$ cat config.mk
export PLATFORM = sky130hd
export DESIGN_NAME = arpsc_seq
export DESIGN_NICKNAME = d
export VERILOG_FILES = /design/src/design/arpsc_pkg.sv /design/src/design/arpsc_seq.sv
export SDC_FILE = /design/constraint.sdc
export NUM_CORES = 1
export LEC_CHECK = 0
export BUFFER_PORTS_ARGS = -buffer_cell sky130_fd_sc_hd__buf_2
export CORE_ASPECT_RATIO = 0.8
export CORE_MARGIN = 8
export CORE_UTILIZATION = 45
export CTS_BUF_LIST = sky130_fd_sc_hd__clkbuf_8
export DETAILED_ROUTE_END_ITERATION = 10
export GPL_ROUTABILITY_DRIVEN = 1
export PLACE_DENSITY_LB_ADDON = 0.3
export SYNTH_ARGS = -nofsm -noshare
export SYNTH_HDL_FRONTEND = slang
export SYNTH_SLANG_ARGS = --single-unit
$ cat constraint.sdc
create_clock -name clk -period 3.5 [get_ports clk]
set_clock_uncertainty 0.15 [all_clocks]
set_input_delay 0.35 -clock clk [delete_from_list [all_inputs] [get_ports clk]]
set_output_delay 0.35 -clock clk [all_outputs]
set_load 0.02 [all_outputs]
$ cat src/design/arpsc_pkg.sv
// Shared types and constants for the ARP binding spoof checker.
// No dependencies; imported by every module of the block.
package arpsc_pkg;

  localparam int TABLE_DEPTH = 1024;
  localparam int ADDR_W      = (TABLE_DEPTH > 1) ? $clog2(TABLE_DEPTH) : 1;
  localparam int CNT_W       = $clog2(TABLE_DEPTH + 1);

  localparam int TYPE_W    = 16;
  localparam int OPCODE_W  = 16;
  localparam int IP_W      = 32;
  localparam int MAC_W     = 48;
  localparam int VERDICT_W = 3;
  localparam int USED_W    = 11;

  localparam logic [TYPE_W-1:0]   ETYPE_ARP      = 16'h0806;
  localparam logic [OPCODE_W-1:0] OPCODE_REQUEST = 16'd1;
  localparam logic [OPCODE_W-1:0] OPCODE_REPLY   = 16'd2;

  typedef enum logic [VERDICT_W-1:0] {
    V_IGNORED = 3'd0,
    V_MATCH   = 3'd1,
    V_SPOOF   = 3'd2,
    V_STORED  = 3'd3,
    V_FULL    = 3'd4
  } verdict_t;

  typedef struct packed {
    logic [IP_W-1:0]  ip;
    logic [MAC_W-1:0] mac;
  } entry_t;

  typedef struct packed {
    logic              wr_en;
    logic [ADDR_W-1:0] wr_addr;
    entry_t            wr_entry;
    logic              rd_en;
    logic [ADDR_W-1:0] rd_addr;
  } tbl_req_t;

endpackage

$ cat src/design/arpsc_seq.sv
// Sequencer: scans the table one entry per cycle through the shared compare,
// then appends or reports; non-replies go straight to the report. Depends on arpsc_pkg; drives arpsc_table.
module arpsc_seq
  import arpsc_pkg::*;
(
  input  logic                clk,
  input  logic                rst_n,
  input  logic                start,
  input  logic [TYPE_W-1:0]   frame_type,
  input  logic [OPCODE_W-1:0] arp_opcode,
  input  logic [IP_W-1:0]     src_ip,
  input  logic [MAC_W-1:0]    src_mac,
  input  logic                slot_free,
  input  entry_t              rd_entry,
  output tbl_req_t            req,
  output logic                idle,
  output logic                res_valid,
  output verdict_t            res_verdict,
  output logic [CNT_W-1:0]    res_count
);

  typedef enum logic [1:0] {
    S_IDLE,
    S_SCAN,
    S_APPEND,
    S_DONE
  } state_t;

  state_t            state_r, state_nxt;
  logic [CNT_W-1:0]  count_r, count_nxt;
  logic [CNT_W-1:0]  issue_idx_r, issue_idx_nxt;
  logic              pend_r, pend_nxt;
  logic              last_r, last_nxt;
  logic [IP_W-1:0]   ip_r, ip_nxt;
  logic [MAC_W-1:0]  mac_r, mac_nxt;
  verdict_t          verdict_r, verdict_nxt;
  logic              is_reply;

  assign is_reply = (frame_type == ETYPE_ARP) && (arp_opcode == OPCODE_REPLY);

  always_comb begin
    state_nxt     = state_r;
    count_nxt     = count_r;
    issue_idx_nxt = issue_idx_r;
    pend_nxt      = 1'b0;
    last_nxt      = last_r;
    ip_nxt        = ip_r;
    mac_nxt       = mac_r;
    verdict_nxt   = verdict_r;
    req           = '0;
    req.wr_addr   = count_r[ADDR_W-1:0];
    req.wr_entry  = '{ip: ip_r, mac: mac_r};
    req.rd_addr   = issue_idx_r[ADDR_W-1:0];
    res_valid     = 1'b0;
    case (state_r)
      S_IDLE: begin
        if (start) begin
          ip_nxt        = src_ip;
          mac_nxt       = src_mac;
          issue_idx_nxt = '0;
          if (!is_reply) begin
            verdict_nxt = V_IGNORED;
            state_nxt   = S_DONE;
          end else if (count_r == '0) begin
            state_nxt = S_APPEND;
          end else begin
            state_nxt = S_SCAN;
          end
        end
      end
      S_SCAN: begin
        if (pend_r && (rd_entry.ip == ip_r)) begin
          verdict_nxt = (rd_entry.mac == mac_r) ? V_MATCH : V_SPOOF;
          state_nxt   = S_DONE;
        end else if (pend_r && last_r) begin
          state_nxt = S_APPEND;
        end else begin
          req.rd_en     = 1'b1;
          pend_nxt      = 1'b1;
          last_nxt      = ((issue_idx_r + CNT_W'(1)) == count_r);
          issue_idx_nxt = issue_idx_r + CNT_W'(1);
        end
      end
      S_APPEND: begin
        if (count_r < CNT_W'(TABLE_DEPTH)) begin
          req.wr_en   = 1'b1;
          count_nxt   = count_r + CNT_W'(1);
          verdict_nxt = V_STORED;
        end else begin
          verdict_nxt = V_FULL;
        end
        state_nxt = S_DONE;
      end
      S_DONE: begin
        if (slot_free) begin
          res_valid = 1'b1;
          state_nxt = S_IDLE;
        end
      end
      default: begin
        state_nxt = S_IDLE;
      end
    endcase
  end

  always_ff @(posedge clk) begin
    if (!rst_n) begin
      state_r <= S_IDLE;
      count_r <= '0;
      pend_r  <= 1'b0;
    end else begin
      state_r <= state_nxt;
      count_r <= count_nxt;
      pend_r  <= pend_nxt;
    end
    issue_idx_r <= issue_idx_nxt;
    last_r      <= last_nxt;
    ip_r        <= ip_nxt;
    mac_r       <= mac_nxt;
    verdict_r   <= verdict_nxt;
  end

  assign idle        = (state_r == S_IDLE);
  assign res_verdict = verdict_r;
  assign res_count   = count_r;

endmodule
---- Word level (Yosys, flattened, before mapping) ----
Cells that the tools add are included.
W data, S select, Z words.
cells by class
  add/sub/neg operators ................... 2
  order comparisons ....................... 1
  equality and inequality tests ........... 15
  muxes and demuxes ....................... 24
  bitwise logic cells ..................... 2
  reduce and logical (&&, ||, !) cells .... 13
operators with widths
  operator                 count
  $eq A48 B48 Y1           1
  $mux W11                 3
  $eq A32 B32 Y1           1
  $add A11 B1 Y11 const B  2
  $pmux W11 S2             1
  $eq A16 B12 Y1 const B   1
  $eq A16 B2 Y1 const B    1
  $mux W2                  7
  $mux W3                  4
  $ne A2 B2 Y1 const B     6
  $eq A11 B11 Y1           1
  $logic_not A11 Y1        1
  $lt A11 B11 Y1 const B   1
  $pmux W3 S3              1
  $pmux W2 S4              1
  $reduce_and A4 Y1        2
  $mux W1                  7
  $reduce_and A3 Y1        2
  $eq A2 B2 Y1 const B     2
  $reduce_and A2 Y1        2
  $logic_and A1 B1 Y1      3
  $ne A3 B3 Y1 const B     1
  $reduce_bool A3 Y1       1
  $eq A2 B1 Y1 const B     1
  3 further kinds          4
storage, ports and cells
  register bits after elaboration ......... 109
  bits of input ports ..................... 196
  output and inout bits ................... 118
  logic and storage cells ................. 65

---- Depth between registers and ports, before layout ----
Gate-level depths: netlist of the first run.
  depth after elaboration ................. 5
  mapped depth ............................ 9
  depth with buffers taken out ............ 8

---- Least setup slack after synthesis of the first run ----
OpenSTA, ideal clock, no wires.
  path kind ............................... reg-to-reg
  start ................................... register state_r[0]
  end ..................................... register ip_r[0] (enable)
  setup time .............................. 0.447 ns
  arrival ................................. 2.676 ns
  data required time ...................... 2.903 ns
  path slack .............................. 0.227 ns
  stages on the path, launching flop included .. 4
  buffers on the path ..................... 0
  period minus slack after synthesis ...... 3.273 ns
  path through ............................ dfxtp_1 -> inv_1 -> ha_1 -> and2_1
between the ends
  longest elaborated chain between the ends .. 2
ends and longest elaborated chain
  item                                RTL line          RTL
  start: declaration                  arpsc_seq.sv:29   state_t state_r, state_nxt;
  start signal: assignment            arpsc_seq.sv:112  state_r <= state_nxt;
  $logic_not A2 Y1                    -
  net idle                            arpsc_seq.sv:16   output logic idle,
  $reduce_and A2 Y1 (no source line)  -
  end signal: assignment              arpsc_seq.sv:118  ip_r <= ip_nxt;
  end: declaration                    arpsc_seq.sv:34   logic [IP_W-1:0] ip_r, ip_nxt;
The timed path passes the listed nets, and every way through them passes these cells.
A chain may end at the register's enable or synchronous reset.

==> flow_summary.html, run 1 <==
<table>
<tr><th>Metric</th><th>Value</th></tr>
<tr><th colspan="2">Floorplanning</th></tr>
<tr><td>DIE AREA</td><td>15240 µm²</td></tr>
<tr><td>Effective utilization at floorplan</td><td>0.4555</td></tr>
<tr><td>Top-Level Pins</td><td>314</td></tr>
<tr><td>Count of standard-cell rows</td><td>35</td></tr>
<tr><td>Horizontal extent of the die</td><td>136.0 µm</td></tr>
<tr><td>Die height</td><td>112.0 µm</td></tr>
<tr><td>Core area</td><td>11390 µm²</td></tr>
<tr><th colspan="2">Setup path</th></tr>
<tr><td>Slowest cell on the critical path</td><td>sky130_fd_sc_hd__nor4_1</td></tr>
<tr><td>Max incr delay on CP</td><td>470 ps</td></tr>
<tr><td>Worst-path maximum fanout</td><td>5</td></tr>
<tr><td>Nature of the critical path startpoint</td><td>flip-flop</td></tr>
<tr><td>Kind of critical path</td><td>flip-flop to primary output</td></tr>
<tr><td>FF-to-FF Start</td><td>ip_r[31]</td></tr>
<tr><td>Category of the worst setup path capture point</td><td>primary output</td></tr>
<tr><td>Buffers &amp; Inverters on Critical Path</td><td>1</td></tr>
<tr><td>Data arrival, critical path</td><td>2290 ps</td></tr>
<tr><td>Critical Path RT</td><td>3000 ps</td></tr>
<tr><td>Crit-path leading delay family</td><td>simple AND/OR/NAND/NOR gates</td></tr>
<tr><td>Cell-by-cell listing of the critical path</td><td>xor2_1 &gt; nor4_1 &gt; nand4_1 &gt; o311a_4 &gt; buf_2</td></tr>
<tr><td>Beginning of the critical path</td><td>ip_r[31]</td></tr>
<tr><th colspan="2">Route</th></tr>
<tr><td>Initial drt markers</td><td>218</td></tr>
<tr><td>Remaining routing DRC violations</td><td>0</td></tr>
<tr><td>Antenna viol nets, final</td><td>0</td></tr>
<tr><td>Routed len/inst</td><td>19.98 µm</td></tr>
<tr><td>Routed via count</td><td>4661</td></tr>
<tr><td>Count of TritonRoute iterations in the first routing pass</td><td>5</td></tr>
<tr><td>Total routed wirelength</td><td>18.60 mm</td></tr>
<tr><td>Drt via density</td><td>5.006</td></tr>
<tr><th colspan="2">Logic synthesis</th></tr>
<tr><td>Top_reg_cell synth</td><td>sky130_fd_sc_hd__edfxtp_1</td></tr>
<tr><td>Number of cells produced by synthesis</td><td>393</td></tr>
<tr><td>Largest cells by area after synthesis</td><td>sky130_fd_sc_hd__edfxtp_1, sky130_fd_sc_hd__xnor2_1, sky130_fd_sc_hd__xor2_1</td></tr>
<tr><td>List of most frequent post-synthesis cells</td><td>sky130_fd_sc_hd__edfxtp_1, sky130_fd_sc_hd__xnor2_1, sky130_fd_sc_hd__xor2_1</td></tr>
<tr><td>Most common cell in the netlist</td><td>sky130_fd_sc_hd__edfxtp_1</td></tr>
<tr><td>Synthesized net count</td><td>597</td></tr>
<tr><td>Count of state elements after synthesis</td><td>109</td></tr>
<tr><td>Synthesized area</td><td>5186 µm²</td></tr>
<tr><td>Mean post-synth cell area</td><td>13.20 µm²</td></tr>
<tr><td>Async set-reset flop share out of synthesis</td><td>0</td></tr>
<tr><td>Part of the Yosys area used for sequential elements</td><td>0.6041</td></tr>
<tr><td>Count of flip-flops with a built-in enable after synthesis</td><td>95</td></tr>
<tr><td>Dominant cell type by area after synthesis</td><td>sky130_fd_sc_hd__edfxtp_1</td></tr>
<tr><td>Yosys cell types</td><td>40</td></tr>
<tr><td>Proportion of netlist area held by the largest area contributor</td><td>0.5501</td></tr>
<tr><td>Synth warnings</td><td>0</td></tr>
<tr><th colspan="2">Timing</th></tr>
<tr><td>Pins Over Slew Limit</td><td>0</td></tr>
<tr><td>Setup-failing EPs final</td><td>0</td></tr>
<tr><td>Unrepaired setup endpoints after global routing</td><td>no</td></tr>
<tr><td>Period utilization</td><td>0.7959</td></tr>
<tr><td>Number of hold violations in the final report</td><td>0</td></tr>
<tr><td>Crit path setup slack, layout</td><td>714.4 ps</td></tr>
<tr><td>Highest Clock Rate</td><td>359.0 MHz</td></tr>
<tr><td>Worst hold margin</td><td>39.91 ps</td></tr>
<tr><td>Slew of the pin with the lowest slew margin</td><td>892.0 ps</td></tr>
<tr><td>Final TNS setup</td><td>0 ps</td></tr>
<tr><td>Clock period minus final worst setup slack</td><td>2786 ps</td></tr>
<tr><td>Headroom to the max-slew limit</td><td>0.4032</td></tr>
<tr><th colspan="2">Min path</th></tr>
<tr><td>Hold_sp</td><td>src_ip[15]</td></tr>
<tr><td>Hold Crit Class</td><td>primary input to flip-flop</td></tr>
<tr><th colspan="2">Layout</th></tr>
<tr><td>Final standard cell utilization of the core</td><td>0.6875</td></tr>
<tr><td>Count of filler cells inserted in the layout</td><td>832</td></tr>
<tr><td>Layout cells sized above 1</td><td>0.4372</td></tr>
<tr><td>Number of nets in the finished design</td><td>979</td></tr>
<tr><td>Area used by multi-input combinational logic</td><td>1856 µm²</td></tr>
<tr><td>Area added between synthesis and finish</td><td>50.93%</td></tr>
<tr><td>FF/Latch Area</td><td>3133 µm²</td></tr>
<tr><th colspan="2">Placement</th></tr>
<tr><td>Worst slack at placement</td><td>990.9 ps</td></tr>
<tr><td>Total of buffers placed on input and output ports</td><td>313</td></tr>
<tr><td>Weighted congestion at the end of routability-driven global placement</td><td>0.8660</td></tr>
<tr><td>Detailed placement HPWL</td><td>14.23 mm</td></tr>
<tr><th colspan="2">Power and ir drop</th></tr>
<tr><td>Lkg Pwr</td><td>3.379 nW</td></tr>
<tr><td>Maximum resistive drop on vdd</td><td>362.5 µV</td></tr>
<tr><td>Total power divided by cell area</td><td>605.2 nW/µm²</td></tr>
<tr><th colspan="2">Flow run</th></tr>
<tr><td>Max-cap check violation count</td><td>0</td></tr>
<tr><th colspan="2">Global route</th></tr>
<tr><td>Wire length of the first global-routing pass</td><td>27.72 mm</td></tr>
<tr><td>Maximum number of pins on one net before global-route repair</td><td>39</td></tr>
<tr><td>Number of global-route vias before repair</td><td>5088</td></tr>
<tr><td>Overall global routing resource usage</td><td>0.2368</td></tr>
<tr><td>Overall overflow remaining after global route</td><td>0</td></tr>
<tr><td>Number of antenna violations at the first check in global routing</td><td>4</td></tr>
<tr><th colspan="2">Clock tree</th></tr>
<tr><td>Number of buffers added by the clock tree synthesis step</td><td>9</td></tr>
<tr><td>Maximum buffer depth of the clock tree</td><td>2</td></tr>
<tr><td>Count of H-tree levels built during CTS</td><td>3</td></tr>
<tr><td>Number of clock sinks</td><td>109</td></tr>
<tr><td>Clock latency of the later-clocked register in the worst-skew pair</td><td>370 ps</td></tr>
<tr><td>Clock slew at the register clock pins of the worst setup and hold paths</td><td>100 ps</td></tr>
<tr><td>TritonCTS clock tree</td><td>built</td></tr>
<tr><td>CTS Root Buffer Type</td><td>sky130_fd_sc_hd__clkbuf_8</td></tr>
<tr><th colspan="2">Outcome</th></tr>
<tr><td>Result of the run</td><td>complete, no violations</td></tr>
</table>
==> repair_timing <==
action | in CTS | in global routing
gates resized for setup | 0 | 0
buffers inserted | 0 | 0
hold buffers | 77 | 2
hold endpoints to repair | 77 | 2
==> sequential cells by signal (all words and copies together), names as in the netlist <==
signal and count:
mac_r 48, ip_r 32, issue_idx_r 11, res_count 11, res_verdict 3, state_r 2
last_r 1, pend_r 1
==> worst register-to-register path: stages, from the launching register on <==
cell                       delay (ps)
sky130_fd_sc_hd__edfxtp_1         430
sky130_fd_sc_hd__xor2_1           190
sky130_fd_sc_hd__nor4_1           470
sky130_fd_sc_hd__nand4_1          200
sky130_fd_sc_hd__o311a_4          450
sky130_fd_sc_hd__a21oi_1          140
sky130_fd_sc_hd__nor2_1           220
==> path summary, 6_finish.rpt <==
kind	cells past startpoint	endpoint	slack, ps
worst max-delay path	5	req[10]	710
worst max register to register	6	issue_idx_r[3]	960
worst min-delay path	1	ip_r[15]	40
worst min register to register	2	state_r[1]	390
==> power breakdown <==
part / internal (mW) / switching, mW
clock: 0.429 / 0.434
sequential: 1.83 / 0.285
combinational: 0.690 / 1.06
total: 2.95 / 1.78
==> layer usage <==
| layer | wire [µm] | vias up | track usage | share of wire |
|---|---|---|---|---|
| li1 | - | 2162 | - | - |
| met1 | 6912 | 2244 | 0.2565 | 0.37 |
| met2 | 9598 | 231 | 0.4216 | 0.52 |
| met3 | 1778 | 22 | 0.08482 | 0.096 |
| met4 | 296 | 2 | 0.07232 | 0.016 |
| met5 | 13 | - | 0 | 0.00070 |
==> final cells by class <==
type / count / share of cell area
clock buffer: 10 / 0.01758
timing repair buffer: 396 / 0.3050
tap: 148 / 0.02366
multi-input combinational: 252 / 0.2371
inverter: 7 / 0.003357
clock inverter: 6 / 0.01215
antenna: 3 / 0.0009591
sequential: 109 / 0.4003
==> cell families (layout without fill, tap and decap cells) <==
| family | Yosys count | in the layout | share of synthesized area |
|---|---|---|---|
| simple gates | 119 | 119 | 0.1296 |
| flops | 109 | 109 | 0.6041 |
| xor+xnor | 108 | 108 | 0.1824 |
| buf+inv | 32 | 419 | 0.03860 |
| compound gates | 16 | 16 | 0.02413 |
| fa+ha+maj | 8 | 8 | 0.01930 |
| mux | 1 | 1 | 0.001930 |
| other cells | 0 | 3 | 0 |
==> placed cells by master, fill, tap and decap left out, drive strengths merged, types with 2 or more instances in the layout <==
cell type,Yosys,layout
a21oi,3,3
a31oi,2,2
and2,15,15
and3,5,5
buf,22,317
bufinv,0,2
clkbuf,3,10
clkinv,0,3
dfxtp,14,14
diode,0,3
dlygate4sd3,0,79
edfxtp,95,95
ha,8,8
inv,7,8
nand2,14,14
nand3,14,14
nand4,18,18
nor2,17,17
nor2b,4,4
nor3,4,4
nor4,18,18
nor4bb,2,2
o22ai,2,2
or2,2,2
or3,2,2
xnor2,65,65
xor2,43,43
==> per-stage QoR <==
| stage | area, µm² | instances | power [mW] |
|---|---|---|---|
| 4_1_cts | 7800 | 926 | 4.754 |
| 3_3_place_gp | 6797 | 833 | 3.765 |
| 3_5_place_dp | 6797 | 833 | 3.814 |
| 5_1_grt | 7828 | 931 | 4.975 |
| 6_report | 7828 | 931 | 4.737 |
| 2_1_floorplan | 5186 | 393 | 3.231 |
Power figures use the tool's default switching activity.
==> run 2: changes to the inputs <==
ABC_AREA = 1   (was unset)
CORE_UTILIZATION = 46   (was 45)
clock period = 2.6 ns   (was 3.5 ns; I/O delays follow)
==> run 2 against run 1 <==
Against the previous run:
- combinational power rose by 46%
- sequential power rose by 32%
- design area rose by 7.3%
- worst setup slack got worse by 500 ps
- critical path depth rose by 4
- synthesized area rose by 10%
- synthesized cell count rose by 54%
- wire length rose by 6.5%
- first-iteration DRC count rose by 31%
- non-clock buffer count rose by 1
==> flow_summary.html, run 2 <==
<table>
<tr><th>Metric</th><th>Value</th></tr>
<tr><th colspan="2">Outcome</th></tr>
<tr><td>Result of the run</td><td>complete, no violations</td></tr>
<tr><th colspan="2">Logic synthesis</th></tr>
<tr><td>Top_reg_cell synth</td><td>sky130_fd_sc_hd__edfxtp_1</td></tr>
<tr><td>Count of state elements after synthesis</td><td>109</td></tr>
<tr><td>Synthesized area</td><td>5713 µm²</td></tr>
<tr><td>List of most frequent post-synthesis cells</td><td>sky130_fd_sc_hd__nand2_1, sky130_fd_sc_hd__edfxtp_1, sky130_fd_sc_hd__inv_1</td></tr>
<tr><td>Count of flip-flops with a built-in enable after synthesis</td><td>95</td></tr>
<tr><td>Most common cell in the netlist</td><td>sky130_fd_sc_hd__nand2_1</td></tr>
<tr><td>Number of cells produced by synthesis</td><td>606</td></tr>
<tr><td>Dominant cell type by area after synthesis</td><td>sky130_fd_sc_hd__edfxtp_1</td></tr>
<tr><td>Proportion of netlist area held by the largest area contributor</td><td>0.4993</td></tr>
<tr><td>Mean post-synth cell area</td><td>9.427 µm²</td></tr>
<tr><td>Largest cells by area after synthesis</td><td>sky130_fd_sc_hd__edfxtp_1, sky130_fd_sc_hd__nand2_1, sky130_fd_sc_hd__xnor2_1</td></tr>
<tr><td>Yosys cell types</td><td>36</td></tr>
<tr><td>Synth warnings</td><td>0</td></tr>
<tr><td>Async set-reset flop share out of synthesis</td><td>0</td></tr>
<tr><td>Part of the Yosys area used for sequential elements</td><td>0.5484</td></tr>
<tr><td>Synthesized net count</td><td>810</td></tr>
<tr><th colspan="2">Floorplanning</th></tr>
<tr><td>Effective utilization at floorplan</td><td>0.4698</td></tr>
<tr><td>Horizontal extent of the die</td><td>140.6 µm</td></tr>
<tr><td>Core area</td><td>12160 µm²</td></tr>
<tr><td>Die height</td><td>115.7 µm</td></tr>
<tr><td>DIE AREA</td><td>16260 µm²</td></tr>
<tr><td>Top-Level Pins</td><td>314</td></tr>
<tr><td>Count of standard-cell rows</td><td>36</td></tr>
<tr><th colspan="2">Setup path</th></tr>
<tr><td>FF-to-FF Start</td><td>ip_r[21]</td></tr>
<tr><td>Category of the worst setup path capture point</td><td>primary output</td></tr>
<tr><td>Buffers &amp; Inverters on Critical Path</td><td>3</td></tr>
<tr><td>Nature of the critical path startpoint</td><td>flip-flop</td></tr>
<tr><td>Data arrival, critical path</td><td>1970 ps</td></tr>
<tr><td>Most repeated library cell on the critical path</td><td>sky130_fd_sc_hd__nand3_1</td></tr>
<tr><td>Critical R2R Capture</td><td>res_verdict[0]</td></tr>
<tr><td>Worst-path maximum fanout</td><td>5</td></tr>
<tr><td>Crit-path leading delay family</td><td>simple AND/OR/NAND/NOR gates</td></tr>
<tr><td>Slowest cell on the critical path</td><td>sky130_fd_sc_hd__edfxtp_1</td></tr>
<tr><td>Cell-by-cell listing of the critical path</td><td>inv_1 &gt; o21ai_0 &gt; nor2_1 &gt; nand3_1 &gt; nor2_1 &gt; nand3_1 &gt; nand3_1 &gt; inv_1 &gt; buf_2</td></tr>
<tr><td>Critical Path RT</td><td>2190 ps</td></tr>
<tr><td>Kind of critical path</td><td>flip-flop to primary output</td></tr>
<tr><td>Length in cells of the worst reg-to-reg path</td><td>7</td></tr>
<tr><td>Flop-to-flop setup slack</td><td>510 ps</td></tr>
<tr><td>Max incr delay on CP</td><td>410 ps</td></tr>
<tr><th colspan="2">Layout</th></tr>
<tr><td>Number of nets in the finished design</td><td>1195</td></tr>
<tr><td>Layout cells sized above 1</td><td>0.3538</td></tr>
<tr><td>Most common cell after layout, fill and taps aside</td><td>sky130_fd_sc_hd__buf_2</td></tr>
<tr><td>Area added between synthesis and finish</td><td>46.96%</td></tr>
<tr><td>Largest regs</td><td>mac_r (48), ip_r (32)</td></tr>
<tr><td>Finished Cell Area</td><td>8396 µm²</td></tr>
<tr><td>Final standard cell count with taps included and fillers excluded</td><td>1151</td></tr>
<tr><td>Final standard cell utilization of the core</td><td>0.6903</td></tr>
<tr><td>Max FFs per register</td><td>48</td></tr>
<tr><td>Register bank with the most flops</td><td>mac_r</td></tr>
<tr><td>Commonest cells after routing, fill and taps aside</td><td>sky130_fd_sc_hd__buf_2, sky130_fd_sc_hd__nand2_1, sky130_fd_sc_hd__edfxtp_1</td></tr>
<tr><th colspan="2">Timing</th></tr>
<tr><td>Clock period minus final worst setup slack</td><td>2382 ps</td></tr>
<tr><td>Unrepaired setup endpoints after global routing</td><td>no</td></tr>
<tr><td>Final TNS setup</td><td>0 ps</td></tr>
<tr><td>Headroom to the max-slew limit</td><td>0.6516</td></tr>
<tr><td>Crit path setup slack, layout</td><td>218.3 ps</td></tr>
<tr><td>Pins Over Slew Limit</td><td>0</td></tr>
<tr><td>Slew of the pin with the lowest slew margin</td><td>519.5 ps</td></tr>
<tr><td>Worst hold margin</td><td>55.64 ps</td></tr>
<tr><td>Period utilization</td><td>0.9160</td></tr>
<tr><td>Highest Clock Rate</td><td>419.9 MHz</td></tr>
<tr><td>Setup-failing EPs final</td><td>0</td></tr>
<tr><td>Number of hold violations in the final report</td><td>0</td></tr>
<tr><th colspan="2">Clock tree</th></tr>
<tr><td>Maximum buffer depth of the clock tree</td><td>2</td></tr>
<tr><td>Number of clock sinks</td><td>109</td></tr>
<tr><td>Count of H-tree levels built during CTS</td><td>3</td></tr>
<tr><td>TritonCTS clock tree</td><td>built</td></tr>
<tr><td>Clock latency of the later-clocked register in the worst-skew pair</td><td>370 ps</td></tr>
<tr><td>CTS Root Buffer Type</td><td>sky130_fd_sc_hd__clkbuf_8</td></tr>
<tr><td>Number of buffers added by the clock tree synthesis step</td><td>9</td></tr>
<tr><td>Clock slew at the register clock pins of the worst setup and hold paths</td><td>100 ps</td></tr>
<tr><th colspan="2">Global route</th></tr>
<tr><td>Number of antenna violations at the first check in global routing</td><td>4</td></tr>
<tr><td>Maximum number of pins on one net before global-route repair</td><td>45</td></tr>
<tr><td>Overall global routing resource usage</td><td>0.2383</td></tr>
<tr><td>Overall overflow remaining after global route</td><td>0</td></tr>
<tr><td>Wire length of the first global-routing pass</td><td>29.74 mm</td></tr>
<tr><td>Number of global-route vias before repair</td><td>5713</td></tr>
<tr><th colspan="2">Min path</th></tr>
<tr><td>Hold Crit Class</td><td>primary input to flip-flop</td></tr>
<tr><td>Hold_sp</td><td>rst_n</td></tr>
<tr><td>Hold Path End</td><td>res_count[10]</td></tr>
<tr><td>Min-Delay Path Depth</td><td>3</td></tr>
<tr><th colspan="2">Placement</th></tr>
<tr><td>Worst slack at placement</td><td>460.8 ps</td></tr>
<tr><td>Weighted congestion at the end of routability-driven global placement</td><td>0.9449</td></tr>
<tr><td>Cell area after placement</td><td>7358 µm²</td></tr>
<tr><td>Total of buffers placed on input and output ports</td><td>313</td></tr>
<tr><td>Cell Count Post-Placement</td><td>1051</td></tr>
<tr><td>Detailed placement HPWL</td><td>14.88 mm</td></tr>
<tr><th colspan="2">Route</th></tr>
<tr><td>Drt via density</td><td>4.776</td></tr>
<tr><td>Antenna viol nets, final</td><td>0</td></tr>
<tr><td>Routed via count</td><td>5497</td></tr>
<tr><td>Count of TritonRoute iterations in the first routing pass</td><td>5</td></tr>
<tr><td>Initial drt markers</td><td>286</td></tr>
<tr><td>Remaining routing DRC violations</td><td>0</td></tr>
<tr><td>Total routed wirelength</td><td>19.80 mm</td></tr>
<tr><td>Routed len/inst</td><td>17.20 µm</td></tr>
<tr><th colspan="2">Flow run</th></tr>
<tr><td>Max-cap check violation count</td><td>0</td></tr>
<tr><th colspan="2">Power and ir drop</th></tr>
<tr><td>Total power divided by cell area</td><td>775.1 nW/µm²</td></tr>
<tr><td>Maximum resistive drop on vdd</td><td>526.3 µV</td></tr>
<tr><td>Power Total</td><td>6.507 mW</td></tr>
<tr><td>Lkg Pwr</td><td>4.004 nW</td></tr>
</table>
==> run 2: cell types whose count changed after synthesis, moves of 7 or more <==
| cell | change |
|---|---|
| sky130_fd_sc_hd__nand2_1 | +122 |
| sky130_fd_sc_hd__inv_1 | +85 |
| sky130_fd_sc_hd__nor2_1 | +53 |
| sky130_fd_sc_hd__xor2_1 | -33 |
| sky130_fd_sc_hd__nor4_1 | -18 |
| sky130_fd_sc_hd__and2_1 | -14 |
| sky130_fd_sc_hd__o21ai_0 | +14 |
| sky130_fd_sc_hd__xnor2_1 | -14 |
| sky130_fd_sc_hd__a21oi_1 | +10 |
| sky130_fd_sc_hd__nand3_1 | +7 |
==> run 2: cells by family after synthesis <==
group,after synthesis,share of synthesized area
and+or+nand+nor,270,0.2098
buffers and inverters,121,0.09330
DFF,109,0.5484
xor gates and xnor gates,62,0.09746
AOI/OAI and AO/OA,36,0.03351
adders and majority gates,8,0.01752
==> run 2: worst max path at each step <==
stage	from	to	slack [ps]	cells past startpoint
after floorplan	state_r[0]	ip_r[0]	80	4
after global routing	ip_r[17]	req[10]	8	10
after CTS	ip_r[26]	req[10]	180	9
after global placement	ip_r[21]	res_verdict[1]	500	7
final	ip_r[21]	req[10]	220	9
after detailed placement	ip_r[26]	res_verdict[1]	460	7
==> run 2: area by class of cell <==
type,instances,area [µm²]
Inverter,98,371.6
Antenna cell,4,10.01
Fill cell,952,3766
Clock inverter,6,95.09
Multi-Input combinational cell,376,2049
Timing Repair Buffer,397,2422
Sequential cell,109,3133
Tap cell,152,190.2
Clock buffer,9,123.9
==> run 2: per-layer routing <==
metal / track usage / up-vias / share of wire
met5: 0 / - / 0
met4: 0.07643 / 0 / 0.019
met3: 0.09098 / 27 / 0.10
met2: 0.4468 / 252 / 0.52
met1: 0.2422 / 2510 / 0.37
li1: - / 2708 / -
==> run 2: repair_timing <==
| item | CTS | global route |
|---|---|---|
| setup endpoints to repair | 0 | 1 |
| hold buffers | 80 | 0 |
| setup buffers | 0 | 1 |
| endpoints found under the hold margin | 80 | 0 |
| resized for setup | 0 | 0 |
==> run 2: worst reg2reg max path, stage by stage, from the launching register on <==
cell and delay [ps]:
sky130_fd_sc_hd__edfxtp_1 410, sky130_fd_sc_hd__inv_1 80, sky130_fd_sc_hd__o21ai_0 80, sky130_fd_sc_hd__nor2_1 110, sky130_fd_sc_hd__nand3_1 100, sky130_fd_sc_hd__nor2_1 190
sky130_fd_sc_hd__nand3_1 150, sky130_fd_sc_hd__a211oi_1 480
==> run 2: report_power, final <==
group	switching, mW	total [mW]	internal [mW]
Clock	0.602	1.15	0.548
Combinational	1.62	2.55	0.931
Sequential	0.348	2.80	2.45
==> run 3: changes to the inputs <==
CORE_AREA = 2 2 122 124   (was unset)
CORE_ASPECT_RATIO = unset   (was 0.8)
CORE_MARGIN = unset   (was 8)
CORE_UTILIZATION = unset   (was 46)
DIE_AREA = 0 0 124 126   (was unset)
==> run 3 against run 2 <==
Against the previous run:
- via count decreased by 1.7%
- die area decreased by 3.9%
- design area barely moved
- fmax fell by 2.0%
- sequential power about the same
- critical endpoint unchanged
==> flow_summary.html, run 3 (synthesis gave the netlist of run 2 again) <==
<table>
<tr><th>Metric</th><th>Value</th></tr>
<tr><th colspan="2">Timing</th></tr>
<tr><td>Final TNS setup</td><td>0 ps</td></tr>
<tr><td>Slew of the pin with the lowest slew margin</td><td>478.4 ps</td></tr>
<tr><td>Setup-failing EPs final</td><td>0</td></tr>
<tr><td>Number of hold violations in the final report</td><td>0</td></tr>
<tr><td>Unrepaired setup endpoints after global routing</td><td>no</td></tr>
<tr><td>Pins Over Slew Limit</td><td>0</td></tr>
<tr><td>Crit path setup slack, layout</td><td>170.8 ps</td></tr>
<tr><td>Highest Clock Rate</td><td>411.7 MHz</td></tr>
<tr><td>Clock period minus final worst setup slack</td><td>2429 ps</td></tr>
<tr><td>Period utilization</td><td>0.9343</td></tr>
<tr><td>Headroom to the max-slew limit</td><td>0.6811</td></tr>
<tr><th colspan="2">Route</th></tr>
<tr><td>Count of TritonRoute iterations in the first routing pass</td><td>5</td></tr>
<tr><td>Remaining routing DRC violations</td><td>0</td></tr>
<tr><td>Antenna viol nets, final</td><td>0</td></tr>
<tr><td>Drt via density</td><td>4.581</td></tr>
<tr><td>Initial drt markers</td><td>253</td></tr>
<tr><td>Total routed wirelength</td><td>17.20 mm</td></tr>
<tr><td>Routed via count</td><td>5401</td></tr>
<tr><td>Routed len/inst</td><td>14.58 µm</td></tr>
<tr><th colspan="2">Setup path</th></tr>
<tr><td>Buffers &amp; Inverters on Critical Path</td><td>2</td></tr>
<tr><td>Data arrival, critical path</td><td>2020 ps</td></tr>
<tr><td>Slowest cell on the critical path</td><td>sky130_fd_sc_hd__edfxtp_1</td></tr>
<tr><td>Max incr delay on CP</td><td>430 ps</td></tr>
<tr><td>Cell-by-cell listing of the critical path</td><td>nand2_1 &gt; o21ai_1 &gt; nor2_1 &gt; nand3_1 &gt; nor2_1 &gt; nand3_1 &gt; nand3_1 &gt; inv_1 &gt; buf_2</td></tr>
<tr><td>FF-to-FF Start</td><td>ip_r[9]</td></tr>
<tr><td>Critical R2R Capture</td><td>res_verdict[0]</td></tr>
<tr><td>Kind of critical path</td><td>flip-flop to primary output</td></tr>
<tr><td>Category of the worst setup path capture point</td><td>primary output</td></tr>
<tr><td>Worst-path maximum fanout</td><td>5</td></tr>
<tr><td>Nature of the critical path startpoint</td><td>flip-flop</td></tr>
<tr><td>Length in cells of the worst reg-to-reg path</td><td>7</td></tr>
<tr><td>Crit-path leading delay family</td><td>simple AND/OR/NAND/NOR gates</td></tr>
<tr><td>Flop-to-flop setup slack</td><td>470 ps</td></tr>
<tr><td>Most repeated library cell on the critical path</td><td>sky130_fd_sc_hd__nand3_1</td></tr>
<tr><td>Critical Path RT</td><td>2190 ps</td></tr>
<tr><th colspan="2">Clock tree</th></tr>
<tr><td>Maximum buffer depth of the clock tree</td><td>2</td></tr>
<tr><td>Count of H-tree levels built during CTS</td><td>3</td></tr>
<tr><td>TritonCTS clock tree</td><td>built</td></tr>
<tr><td>CTS Root Buffer Type</td><td>sky130_fd_sc_hd__clkbuf_8</td></tr>
<tr><td>Number of clock sinks</td><td>109</td></tr>
<tr><td>Number of setup buffers added after CTS</td><td>0</td></tr>
<tr><td>Number of buffers added by the clock tree synthesis step</td><td>9</td></tr>
<tr><td>Clock latency of the later-clocked register in the worst-skew pair</td><td>380 ps</td></tr>
<tr><td>Clock slew at the register clock pins of the worst setup and hold paths</td><td>120 ps</td></tr>
<tr><th colspan="2">Placement</th></tr>
<tr><td>Worst slack at placement</td><td>485.4 ps</td></tr>
<tr><td>Total of buffers placed on input and output ports</td><td>313</td></tr>
<tr><td>Weighted congestion at the end of routability-driven global placement</td><td>0.7992</td></tr>
<tr><td>Detailed placement HPWL</td><td>12.69 mm</td></tr>
<tr><th colspan="2">Floorplanning</th></tr>
<tr><td>Die height</td><td>126 µm</td></tr>
<tr><td>Effective utilization at floorplan</td><td>0.3991</td></tr>
<tr><td>Count of standard-cell rows</td><td>44</td></tr>
<tr><td>Core area</td><td>14310 µm²</td></tr>
<tr><td>DIE AREA</td><td>15620 µm²</td></tr>
<tr><td>Top-Level Pins</td><td>314</td></tr>
<tr><td>Horizontal extent of the die</td><td>124 µm</td></tr>
<tr><th colspan="2">Global route</th></tr>
<tr><td>Maximum number of pins on one net before global-route repair</td><td>81</td></tr>
<tr><td>Overall overflow remaining after global route</td><td>0</td></tr>
<tr><td>Wire length of the first global-routing pass</td><td>25.25 mm</td></tr>
<tr><td>Number of global-route vias before repair</td><td>5222</td></tr>
<tr><td>Number of antenna violations at the first check in global routing</td><td>0</td></tr>
<tr><td>Overall global routing resource usage</td><td>0.2143</td></tr>
<tr><th colspan="2">Layout</th></tr>
<tr><td>Number of nets in the finished design</td><td>1193</td></tr>
<tr><td>Most common cell after layout, fill and taps aside</td><td>sky130_fd_sc_hd__buf_2</td></tr>
<tr><td>Final standard cell utilization of the core</td><td>0.5862</td></tr>
<tr><td>Commonest cells after routing, fill and taps aside</td><td>sky130_fd_sc_hd__buf_2, sky130_fd_sc_hd__nand2_1, sky130_fd_sc_hd__edfxtp_1</td></tr>
<tr><td>Max FFs per register</td><td>48</td></tr>
<tr><td>Area added between synthesis and finish</td><td>46.87%</td></tr>
<tr><td>Count of filler cells inserted in the layout</td><td>1250</td></tr>
<tr><td>Largest regs</td><td>mac_r (48), ip_r (32)</td></tr>
<tr><td>Register bank with the most flops</td><td>mac_r</td></tr>
<tr><td>Layout cells sized above 1</td><td>0.3521</td></tr>
<tr><th colspan="2">Power and ir drop</th></tr>
<tr><td>Lkg Pwr</td><td>3.995 nW</td></tr>
<tr><td>Maximum resistive drop on vdd</td><td>396.8 µV</td></tr>
<tr><td>Power Total</td><td>6.373 mW</td></tr>
<tr><td>Total power divided by cell area</td><td>759.6 nW/µm²</td></tr>
<tr><th colspan="2">Min path</th></tr>
<tr><td>Hold Path End</td><td>res_count[10]</td></tr>
<tr><td>Hold Crit Class</td><td>primary input to flip-flop</td></tr>
<tr><td>Min-Delay Path Depth</td><td>3</td></tr>
<tr><td>Hold_sp</td><td>rst_n</td></tr>
<tr><th colspan="2">Outcome</th></tr>
<tr><td>Result of the run</td><td>complete, no violations</td></tr>
<tr><th colspan="2">Flow run</th></tr>
<tr><td>Max-cap check violation count</td><td>0</td></tr>
</table>
run 3: worst min-delay path, stage by stage:
cell	delay, ps
sky130_fd_sc_hd__buf_2	170
sky130_fd_sc_hd__nand2_1	80
sky130_fd_sc_hd__inv_1	30
run 3: worst max path at each step:
| stage | from | cells after the start | slack (ps) | endpoint |
|---|---|---|---|---|
| global route | ip_r[9] | 9 | 20 | req[10] |
| global placement | state_r[1] | 4 | 520 | issue_idx_r[5] |
| floorplan | state_r[0] | 4 | 80 | ip_r[0] |
| detailed placement | state_r[1] | 4 | 490 | issue_idx_r[9] |
| finish | ip_r[9] | 9 | 170 | req[10] |
| CTS | ip_r[9] | 9 | 210 | req[10] |
run 3: metal layers:
metal / up-vias / share of wire / global-route usage
met5: - / 0 / 0
met4: 0 / 0.022 / 0.06808
li1: 2692 / - / -
met2: 242 / 0.54 / 0.4069
met3: 30 / 0.070 / 0.04438
met1: 2437 / 0.37 / 0.2333
run 3: area by class of cell:
type	instances	area, µm²	area share
flip-flops and latches	109	3133	0.3734
inverters	98	371.6	0.04429
clock buffers	9	123.9	0.01476
multi-input cells	376	2049	0.2443
clock inverters	7	85.08	0.01014
well taps	184	230.2	0.02744
repair buffers	395	2395	0.2854
diodes	1	2.502	0.0002982
run 3: repair_timing:
action	4_1_cts	5_1_grt
endpoints found under the hold margin	80	0
resized for setup	0	0
hold buffers	80	0
endpoints found under the setup margin	0	0
run 3: stage by stage:
step | cells | area (µm²) | hold slack (ps)
final | 1179 | 8391 | 57.96
after global routing | 1178 | 8388 | 59.23
after CTS | 1178 | 8388 | 36.74
after detailed placement | 1082 | 7378 | 288.1
after global placement | 1082 | 7378 | 286.7
after floorplan | 606 | 5719 | 208.9
run 3: where the power goes:
group / internal (mW) / leakage (nW) / switching [mW]
clock: 0.464 / 0.109 / 0.647
combinational: 0.906 / 2.87 / 1.56
sequential: 2.46 / 1.02 / 0.341
total: 3.83 / 4.00 / 2.55
